### src/hdl/cpip_pkg.sv
`timescale 1ns / 1ps
// ----------------------------------------------------------------------------
// Convex point-in-polygon package
// Shared sizes and operation codes for the point-in-polygon block.
// ----------------------------------------------------------------------------
package cpip_pkg;

	localparam int MAX_VERTICES = 64;
	localparam int ADDR_W = (MAX_VERTICES > 1) ? $clog2(MAX_VERTICES) : 1;
	localparam int CNT_W = $clog2(MAX_VERTICES + 1);
	localparam int COORD_W = 16;
	localparam int DIFF_W = COORD_W + 1;
	localparam int PROD_W = 2 * DIFF_W;
	localparam int CROSS_W = PROD_W + 1;
	localparam int MIN_VERTICES = 3;

	typedef enum logic [1:0] {
		OP_CLEAR  = 2'd0,
		OP_APPEND = 2'd1,
		OP_TEST   = 2'd2,
		OP_NONE   = 2'd3
	} op_t;

endpackage

### src/hdl/convex_point_in_polygon.sv
`timescale 1ns / 1ps
// ----------------------------------------------------------------------------
// Convex point-in-polygon test
// Stores polygon vertices in a RAM and tests points against the stored edges
// with a cross-product sign walk, one edge per cycle.
// ----------------------------------------------------------------------------
// Channel   Handshake            Fields
// input     start / busy         operation, coord_x, coord_y
// result    res_valid (strobe)   inside_res
//
// Clear, append and unused codes leave busy low.
// A test with fewer than three vertices answers in the next cycle; otherwise
// the walk reads one vertex a cycle from the RAM and ends after the edge to
// the last stored vertex, sooner at a zero or a sign conflict. Each vertex
// passes through the RAM read port and the cross-product stage.
// Reset clears the vertex count; the RAM needs no clearing.
// The result strobe lasts one cycle and cannot be held off.
module convex_point_in_polygon (
	input  logic                                clk,
	input  logic                                arst_n,
	input  logic                                start,
	output logic                                busy,
	input  logic [1:0]                          operation,
	input  logic signed [cpip_pkg::COORD_W-1:0] coord_x,
	input  logic signed [cpip_pkg::COORD_W-1:0] coord_y,
	output logic                                res_valid,
	output logic                                inside_res
);

	typedef enum logic [1:0] {
		ST_IDLE = 2'b01,
		ST_WALK = 2'b10
	} state_t;

	state_t state_q;
	logic [cpip_pkg::CNT_W-1:0]  cnt_q;
	logic [cpip_pkg::CNT_W-1:0]  last_idx;
	logic [cpip_pkg::ADDR_W-1:0] rd_addr_q;
	logic                        issue_q;
	logic                        rv_s1;
	logic [cpip_pkg::ADDR_W-1:0] idx_s1;
	logic                        pv_s2;
	logic                        last_s2;
	logic signed [cpip_pkg::PROD_W-1:0] p1_s2, p2_s2;
	logic signed [cpip_pkg::COORD_W-1:0] px_q, py_q, prev_x_q, prev_y_q;
	logic                        have_first_q, first_neg_q;
	logic                        res_valid_q, inside_q;

	logic                        accept;
	logic                        ram_we, ram_re;
	logic [2*cpip_pkg::COORD_W-1:0] ram_rdata;
	logic signed [cpip_pkg::COORD_W-1:0] cur_x, cur_y;
	logic signed [cpip_pkg::DIFF_W-1:0] ey, dx, ex, dy;
	logic signed [cpip_pkg::CROSS_W-1:0] cross_val;
	logic                        finish;
	logic                        finish_val;

	assign accept = start && (state_q == ST_IDLE);
	assign busy = (state_q != ST_IDLE);
	assign res_valid = res_valid_q;
	assign inside_res = inside_q;
	assign last_idx = cnt_q - cpip_pkg::CNT_W'(1);

	assign ram_we = accept && (operation == cpip_pkg::OP_APPEND)
		&& (cnt_q < cpip_pkg::CNT_W'(cpip_pkg::MAX_VERTICES));
	assign ram_re = (state_q == ST_WALK) && issue_q;

	cpip_ram #(
		.WIDTH(2 * cpip_pkg::COORD_W),
		.DEPTH(cpip_pkg::MAX_VERTICES)
	) u_vertex_ram (
		.clk  (clk),
		.we   (ram_we),
		.waddr(cnt_q[cpip_pkg::ADDR_W-1:0]),
		.wdata({coord_x, coord_y}),
		.re   (ram_re),
		.raddr(rd_addr_q),
		.rdata(ram_rdata)
	);

	assign cur_x = ram_rdata[2*cpip_pkg::COORD_W-1:cpip_pkg::COORD_W];
	assign cur_y = ram_rdata[cpip_pkg::COORD_W-1:0];

	assign ey = cpip_pkg::DIFF_W'(py_q) - cpip_pkg::DIFF_W'(prev_y_q);
	assign ex = cpip_pkg::DIFF_W'(px_q) - cpip_pkg::DIFF_W'(prev_x_q);
	assign dx = cpip_pkg::DIFF_W'(cur_x) - cpip_pkg::DIFF_W'(prev_x_q);
	assign dy = cpip_pkg::DIFF_W'(cur_y) - cpip_pkg::DIFF_W'(prev_y_q);

	assign cross_val = cpip_pkg::CROSS_W'(p1_s2) - cpip_pkg::CROSS_W'(p2_s2);

	always_comb begin
		finish = 1'b0;
		finish_val = 1'b1;
		if (pv_s2) begin
			if (cross_val == '0) begin
				finish = 1'b1;
			end else if (have_first_q && (first_neg_q != cross_val[cpip_pkg::CROSS_W-1])) begin
				finish = 1'b1;
				finish_val = 1'b0;
			end else if (last_s2) begin
				finish = 1'b1;
			end
		end
	end

	always_ff @(posedge clk or negedge arst_n) begin
		if (!arst_n) begin
			state_q <= ST_IDLE;
			cnt_q <= '0;
			rd_addr_q <= '0;
			issue_q <= 1'b0;
			rv_s1 <= 1'b0;
			pv_s2 <= 1'b0;
			have_first_q <= 1'b0;
			first_neg_q <= 1'b0;
			res_valid_q <= 1'b0;
		end else begin
			res_valid_q <= 1'b0;
			case (state_q)
				ST_IDLE: begin
					if (accept) begin
						case (operation)
							cpip_pkg::OP_CLEAR: begin
								cnt_q <= '0;
							end
							cpip_pkg::OP_APPEND: begin
								if (ram_we) begin
									cnt_q <= cnt_q + cpip_pkg::CNT_W'(1);
								end
							end
							cpip_pkg::OP_TEST: begin
								if (cnt_q < cpip_pkg::CNT_W'(cpip_pkg::MIN_VERTICES)) begin
									res_valid_q <= 1'b1;
								end else begin
									state_q <= ST_WALK;
									rd_addr_q <= '0;
									issue_q <= 1'b1;
									have_first_q <= 1'b0;
								end
							end
							default: begin
							end
						endcase
					end
				end
				ST_WALK: begin
					rv_s1 <= ram_re;
					if (ram_re) begin
						if ({1'b0, rd_addr_q} == cpip_pkg::CNT_W'(last_idx)) begin
							issue_q <= 1'b0;
						end else begin
							rd_addr_q <= rd_addr_q + cpip_pkg::ADDR_W'(1);
						end
					end
					pv_s2 <= rv_s1 && (idx_s1 != '0);
					if (pv_s2 && !have_first_q && (cross_val != '0)) begin
						have_first_q <= 1'b1;
						first_neg_q <= cross_val[cpip_pkg::CROSS_W-1];
					end
					if (finish) begin
						state_q <= ST_IDLE;
						issue_q <= 1'b0;
						rv_s1 <= 1'b0;
						pv_s2 <= 1'b0;
						res_valid_q <= 1'b1;
					end
				end
				default: begin
					state_q <= ST_IDLE;
				end
			endcase
		end
	end

	always_ff @(posedge clk) begin
		if (accept) begin
			px_q <= coord_x;
			py_q <= coord_y;
			inside_q <= 1'b0;
		end
		if (finish) begin
			inside_q <= finish_val;
		end
		if (ram_re) begin
			idx_s1 <= rd_addr_q;
		end
		if (rv_s1) begin
			prev_x_q <= cur_x;
			prev_y_q <= cur_y;
			p1_s2 <= ey * dx;
			p2_s2 <= ex * dy;
			last_s2 <= ({1'b0, idx_s1} == cpip_pkg::CNT_W'(last_idx));
		end
	end

endmodule

### src/hdl/cpip_ram.sv
`timescale 1ns / 1ps
// ----------------------------------------------------------------------------
// Generic RAM
// One write port and one read port with a registered read.
// ----------------------------------------------------------------------------
module cpip_ram #(
	parameter int WIDTH = 32,
	parameter int DEPTH = 64
) (
	input  logic                                     clk,
	input  logic                                     we,
	input  logic [((DEPTH > 1) ? $clog2(DEPTH) : 1)-1:0] waddr,
	input  logic [WIDTH-1:0]                         wdata,
	input  logic                                     re,
	input  logic [((DEPTH > 1) ? $clog2(DEPTH) : 1)-1:0] raddr,
	output logic [WIDTH-1:0]                         rdata
);

	logic [WIDTH-1:0] mem [DEPTH];

	always_ff @(posedge clk) begin
		if (we) begin
			mem[waddr] <= wdata;
		end
		if (re) begin
			rdata <= mem[raddr];
		end
	end

endmodule

### config.mk
export PLATFORM = sky130hd
export DESIGN_NAME = convex_point_in_polygon
export DESIGN_NICKNAME = d
export VERILOG_FILES = /design/src/hdl/cpip_pkg.sv /design/src/hdl/convex_point_in_polygon.sv /design/src/hdl/cpip_ram.sv
export SDC_FILE = /design/constraint.sdc
export NUM_CORES = 2
export LEC_CHECK = 0
export BUFFER_PORTS_ARGS = -buffer_cell sky130_fd_sc_hd__buf_4
export CORE_ASPECT_RATIO = 1.1
export CORE_MARGIN = 4
export CORE_UTILIZATION = 45
export DETAILED_ROUTE_END_ITERATION = 6
export SLEW_MARGIN = 0
export SYNTH_ARGS = -nofsm -noshare
export SYNTH_HDL_FRONTEND = slang
export SYNTH_SLANG_ARGS = --single-unit
### constraint.sdc
create_clock -name clk -period 23.3 [get_ports clk]
set_clock_uncertainty 0.1 [all_clocks]
set_input_delay 2.33 -clock clk [delete_from_list [all_inputs] [get_ports clk]]
set_output_delay 2.33 -clock clk [all_outputs]
set_load 0.05 [all_outputs]
# [After elaboration in Yosys (flattened, before gate mapping)]
# Memories as Yosys holds them, arrays and structs flattened. A register that Yosys moved wholly into a read port is not among the register bits.
# Cells that the tools add are included.
[op_classes] addsub=8 n_mul=2 magnitude_cmp=2 n_eq_ne=18 n_mux=43 n_reduce_logical=22
[op_table] cell="$mul A17 B17 Y34" count=2
[op_table] cell="$sub A16 B16 Y17" count=4
[op_table] cell="$logic_not A35 Y1" count=1
[op_table] cell="$reduce_bool A35 Y1" count=1
[op_table] cell="$sub A34 B34 Y35" count=1
[op_table] cell="$mux W6" count=5
[op_table] cell="$mux W1" count=27
[op_table] cell="$eq A6 B7 Y1" count=2
[op_table] cell="$pmux W7 S2" count=1
[op_table] cell="$ne A2 B2 Y1 const B" count=6
[op_table] cell="$pmux W6 S2" count=1
[op_table] cell="$reduce_and A6 Y1" count=2
[op_table] cell="$logic_and A1 B1 Y1" count=8
[op_table] cell="$mux W2" count=4
[op_table] cell="$reduce_and A4 Y1" count=2
[op_table] cell="$add A7 B1 Y7 const B" count=1
[op_table] cell="$lt A7 B2 Y1 const B" count=1
[op_table] cell="$lt A7 B7 Y1 const B" count=1
[op_table] cell="$mux W7" count=1
[op_table] cell="$sub A7 B1 Y7 const B" count=1
[op_table] cell="$add A6 B1 Y6 const B" count=1
[op_table] cell="$ne A2 B1 Y1 const B" count=3
[op_table] cell="$pmux W1 S2" count=3
[op_table] cell="$reduce_bool A2 Y1" count=3
[op_table] cell="11 further kinds" count=13
[word_totals] ff_bits=161 mem_bits_rw=2048 in_bits=37 out_inout_bits=3 word_cells=114 mem_count=1
[mem_list] memory="u_vertex_ram.mem" words=64 width=32 rd=1 rd_ports_with_merged_regs=1 wr=1 line_no="cpip_ram.sv:19" rtl="logic [WIDTH-1:0] mem [DEPTH];"

# [Logic depth before layout (Yosys ltp)]
[logic_depth] word_depth=8 ltp_mapped=39 mapped_depth_nobuf=38

# [Cells and area by module]
# Synthesis repeated with hierarchy kept, for this count alone.
[unflattened] cells_unflattened=6767 area_unflattened_um2=110741.2
[modules_own_cells] mod="cpip_ram" n_inst=1 cells_per_inst=3324 area_each_um2=78835.6 seq_area_each_um2=62459.9
[modules_own_cells] mod="convex_point_in_polygon" n_inst=1 cells_per_inst=3443 area_each_um2=31905.6 seq_area_each_um2=4730.8

# [Worst setup path after synthesis]
# OpenSTA, ideal clock, no wires.
[synth_timing] kind="reg2reg" startpoint="register prev_y_q[0] in the netlist's numbering" endpoint="register p2_s2[32] in the netlist's numbering, data pin" setup_time_ns=0.258 arrival_time_ns=8.445 t_required_ns=22.942 slack_ns=14.498 stages_incl_launch_ff=37 n_path_buf=1 synth_period_minus_slack_ns=8.802 path_cell_list="edfxtp_1 ha_1 fa_1 nor2b_1 o21ai_0 a21boi_0 o21ai_0 a21boi_0 o21ai_0 nand2_1 a21o_1 a21oi_1 xnor2_1 clkbuf_1 nand2_1 fa_1 inv_1 fa_1 inv_1 fa_1 inv_1 fa_1 fa_1 inv_1 fa_1 inv_1 ha_1 or2_2 a21oi_1 a311o_1 a21oi_1 and3_1 o41a_1 and4_1 o31a_1 nor2_1 xnor2_1"
[synth_via] elab_chain_len=2
[synth_lines] element="start: declaration" line_no="convex_point_in_polygon.sv:45" rtl="logic signed [cpip_pkg::COORD_W-1:0] px_q, py_q, prev_x_q, prev_y_q;"
[synth_lines] element="start signal: assignment" line_no="convex_point_in_polygon.sv:189" rtl="prev_y_q <= cur_y;"
[synth_lines] element="$sub A16 B16 Y17" line_no="convex_point_in_polygon.sv:87" rtl="assign dy = cpip_pkg::DIFF_W'(cur_y) - cpip_pkg::DIFF_W'(prev_y_q);"
[synth_lines] element="$mul A17 B17 Y34" line_no="convex_point_in_polygon.sv:191" rtl="p2_s2 <= ex * dy;"
[synth_lines] element="end signal: assignment" line_no="convex_point_in_polygon.sv:191"
[synth_lines] element="end: declaration" line_no="convex_point_in_polygon.sv:44" rtl="logic signed [cpip_pkg::PROD_W-1:0] p1_s2, p2_s2;"
# No other way between the ends.
# A chain may end at the register's enable or synchronous reset.

# [Worst setup path after layout]
[layout_timing] startpoint="register prev_x_q[1] in the netlist's numbering" endpoint="register p2_s2[33] in the netlist's numbering, data pin"
[layout_via] elab_chain_len=2
[layout_lines] element="start: declaration" line_no="convex_point_in_polygon.sv:45"
[layout_lines] element="start signal: assignment" line_no="convex_point_in_polygon.sv:188" rtl="prev_x_q <= cur_x;"
[layout_lines] element="$sub A16 B16 Y17" line_no="convex_point_in_polygon.sv:85" rtl="assign ex = cpip_pkg::DIFF_W'(px_q) - cpip_pkg::DIFF_W'(prev_x_q);"
[layout_lines] element="$mul A17 B17 Y34" line_no="convex_point_in_polygon.sv:191"
# No other way between the ends.

==> metrics.cfg <==
[global_route]
grt_antenna_before_repair = 15
grt_use_total_pct = 22.6
overflow = 0
grt_pass1_wl_um = 420000
grt_pass1_vias = 61300
grt_max_degree = 92

[routing]
antenna_left = 0
wl_um = 283000
drtIter0Drc = 5131
vias_per_cell = 5.68
drt-wirelength-per-cell_um = 27.9
drc_errors = 0
drt_pre_antenna_iters = 6
vias = 57600

[logic_synthesis]
synth_edf_count = 2220
synth.ff_latch_count = 2241
synth_fa_ha_area_share_pct = 13.8
synth_top_family_by_area = adder cells
synth_mux_area_share_pct = 13.8
syn_avg_cell_area_um2 = 17.0
async_flop_share_pct = 0.937
synth_xor_xnor_area_share_pct = 1.36
ys_warn_count = 0
synth-compound-area-share_pct = 2.43
syn-instance-count = 6526
synth_area_um2 = 111000
synth-simple-area-share_pct = 4.67
synth_flop_cell = edfxtp_1
seq_area_frac_synth_pct = 60.6
synth_nets = 7433
synth_cell_type_count = 86

[clocking]
cts_resized = 0
cts_setup_buffers = 0
cts_sinks = 2241
cts_tree = built
cts.htree.levels = 4
numCtsBuffers = 218
cts.path.max_buffers = 3
clk_latency_ns = 0.88
cts_root_buf = clkbuf_16
hold_buffers = 0
clk_pin_slew_ns = 0.07

[cells_and_area]
mostFrequentLayoutCells = edfxtp_1, inv_1, mux4_2
layout_commonest_cell = edfxtp_1
nNetsFinal = 7602
drive_above_1_share_pct = 18.8
syn2layout_area_growth_pct = 11.0

[worst_setup_path]
start_kind = register
arrival_ns = 10.64
crit_fanout = 11
reg2reg_from = prev_x_q[1]$_DFFE_PP_
slowest_delay_ns = 0.70
worstPathRequired_ns = 23.76
cp-startpoint = prev_x_q[1]$_DFFE_PP_
rrSetupSlack_ns = 13.12
crit_family = adder cells
critPathBufInv = 6
crit_type = reg -> reg
critPathSlowestCell = xor2_1
crit_path_end_kind = register

[flow_run]
max_cap_violations = 0

[sta]
worst_pin_slew_ns = 1.27
rsz0062_at_grt = no
postLayoutSetupSlackWorst_ns = 13.12
fmax_ghz = 0.0983
hold_ws_ns = 0.329
hold_viol = 0
final.period_utilization_pct = 43.7
slew_violations = 0
finalSetupViolCount = 0
min_period_ns = 10.18
max_slew_margin_pct = 14.7
finalSetupTns_ns = 0

[floorplanning]
start_util_pct = 45.4
die_area_um2 = 255000
fp.dieW_um = 481
die_h_um = 529
core_um2 = 244000
num_rows = 190
io_pins = 40

[placed_design]
hpwl_um = 181000
globalplace.congestion = 0.877
port-buffer-count = 39
dp_slack_ns = 13.18

[outcome]
status = finished clean

[min_path]
worstHoldStart = u_vertex_ram.rdata[0]$_DFFE_PP_
hold_path_class = reg -> reg

-- synthesized netlist by cell type (14+ instances only) --
cell | n | area share (%)
nand2_1 | 419 | 1.4
nor3_1 | 65 | 0.29
o21ai_0 | 86 | 0.39
o21a_1 | 23 | 0.16
a21boi_0 | 17 | 0.12
buf_1 | 44 | 0.15
a31oi_1 | 22 | 0.12
a21oi_1 | 105 | 0.47
or3_1 | 16 | 0.090
a21o_1 | 42 | 0.28
xor2_1 | 49 | 0.39
fa_1 | 597 | 11
a211oi_1 | 14 | 0.095
xnor2_1 | 123 | 0.97
nor2_1 | 388 | 1.3
nor2b_1 | 60 | 0.34
and3_1 | 18 | 0.10
mux4_2 | 672 | 14
and2_1 | 34 | 0.19
nand2b_1 | 28 | 0.16
ha_1 | 273 | 3.1
clkbuf_1 | 198 | 0.67
dfrtp_1 | 20 | 0.45
edfxtp_1 | 2220 | 60
or2_2 | 20 | 0.11
nand4_1 | 19 | 0.11
inv_1 | 742 | 2.5
nand3_1 | 52 | 0.23
-- final timing paths --
path / to / depth (start not counted)
max in group asynchronous: state_q[0]$_DFFE_PN1P_ / 1
max: p2_s2[33]$_DFFE_PP_ / 36
min reg2reg: prev_y_q[0]$_DFFE_PP_ / 0
min: prev_y_q[0]$_DFFE_PP_ / 0
min in group asynchronous: cnt_q[0]$_DFFE_PN0P_ / 1
max reg2reg: p2_s2[33]$_DFFE_PP_ / 36
-- metrics by stage --
| stage | cells | utilization [%] | instance area, µm² |
|---|---|---|---|
| after detailed placement | 9739 | 47.5 | 116000 |
| after global routing | 10100 | 50.4 | 123000 |
| final | 10100 | 50.4 | 123000 |
| after floorplan | 6526 | - | 111000 |
| after global placement | 9739 | 47.5 | 116000 |
| after CTS | 10100 | 50.4 | 123000 |
-- metal layers --
layer | GRT usage (%) | wire length [µm]
met1 | 29.2 | 112000
met5 | 0 | 13
met2 | 40.4 | 149000
met4 | 6.34 | 8070
met3 | 2.72 | 13300
-- sequential cells by signal, indices dropped and copies added (netlist names), 2 cells and up --
name and count:
u_vertex_ram.mem 2048, p1_s2 34, p2_s2 34, u_vertex_ram.rdata 32, prev_x_q 16, prev_y_q 16
px_q 16, py_q 16, cnt_q 7, idx_s1 6, rd_addr_q 6, state_q 2
-- final cells by class --
class                   count  area, µm²
multi-input cells        3291      40500
inverters                 743       2790
diodes                      3       7.51
repair buffers            200       1550
flip-flops and latches   2241      67200
fillers                 20200     121000
clock buffers             266       5680
clock inverters           136       1360
well taps                3264       4080
-- kinds of logic (layout without fill, tap and decap cells) --
| kind of cell | Yosys count | count (layout) |
|---|---|---|
| flops | 2241 | 2241 |
| simple gates | 1158 | 1158 |
| buf+inv | 994 | 1345 |
| fa+ha+maj | 870 | 870 |
| mux | 686 | 686 |
| compound gates | 405 | 405 |
| xor+xnor | 172 | 172 |
| other cells | 0 | 3 |
-- worst reg2reg max path: cells and delay by family (launching register included) --
family,cells,cell delay [ns]
compound gates,14,3.41
xor+xnor,2,0.79
fa+ha+maj,8,3.69
buf+inv,6,0.41
flops,1,0.43
simple gates,6,1.10
Power is not shown: default switching activity piles up to over one toggle a cycle in this logic, so the estimate is an artifact.
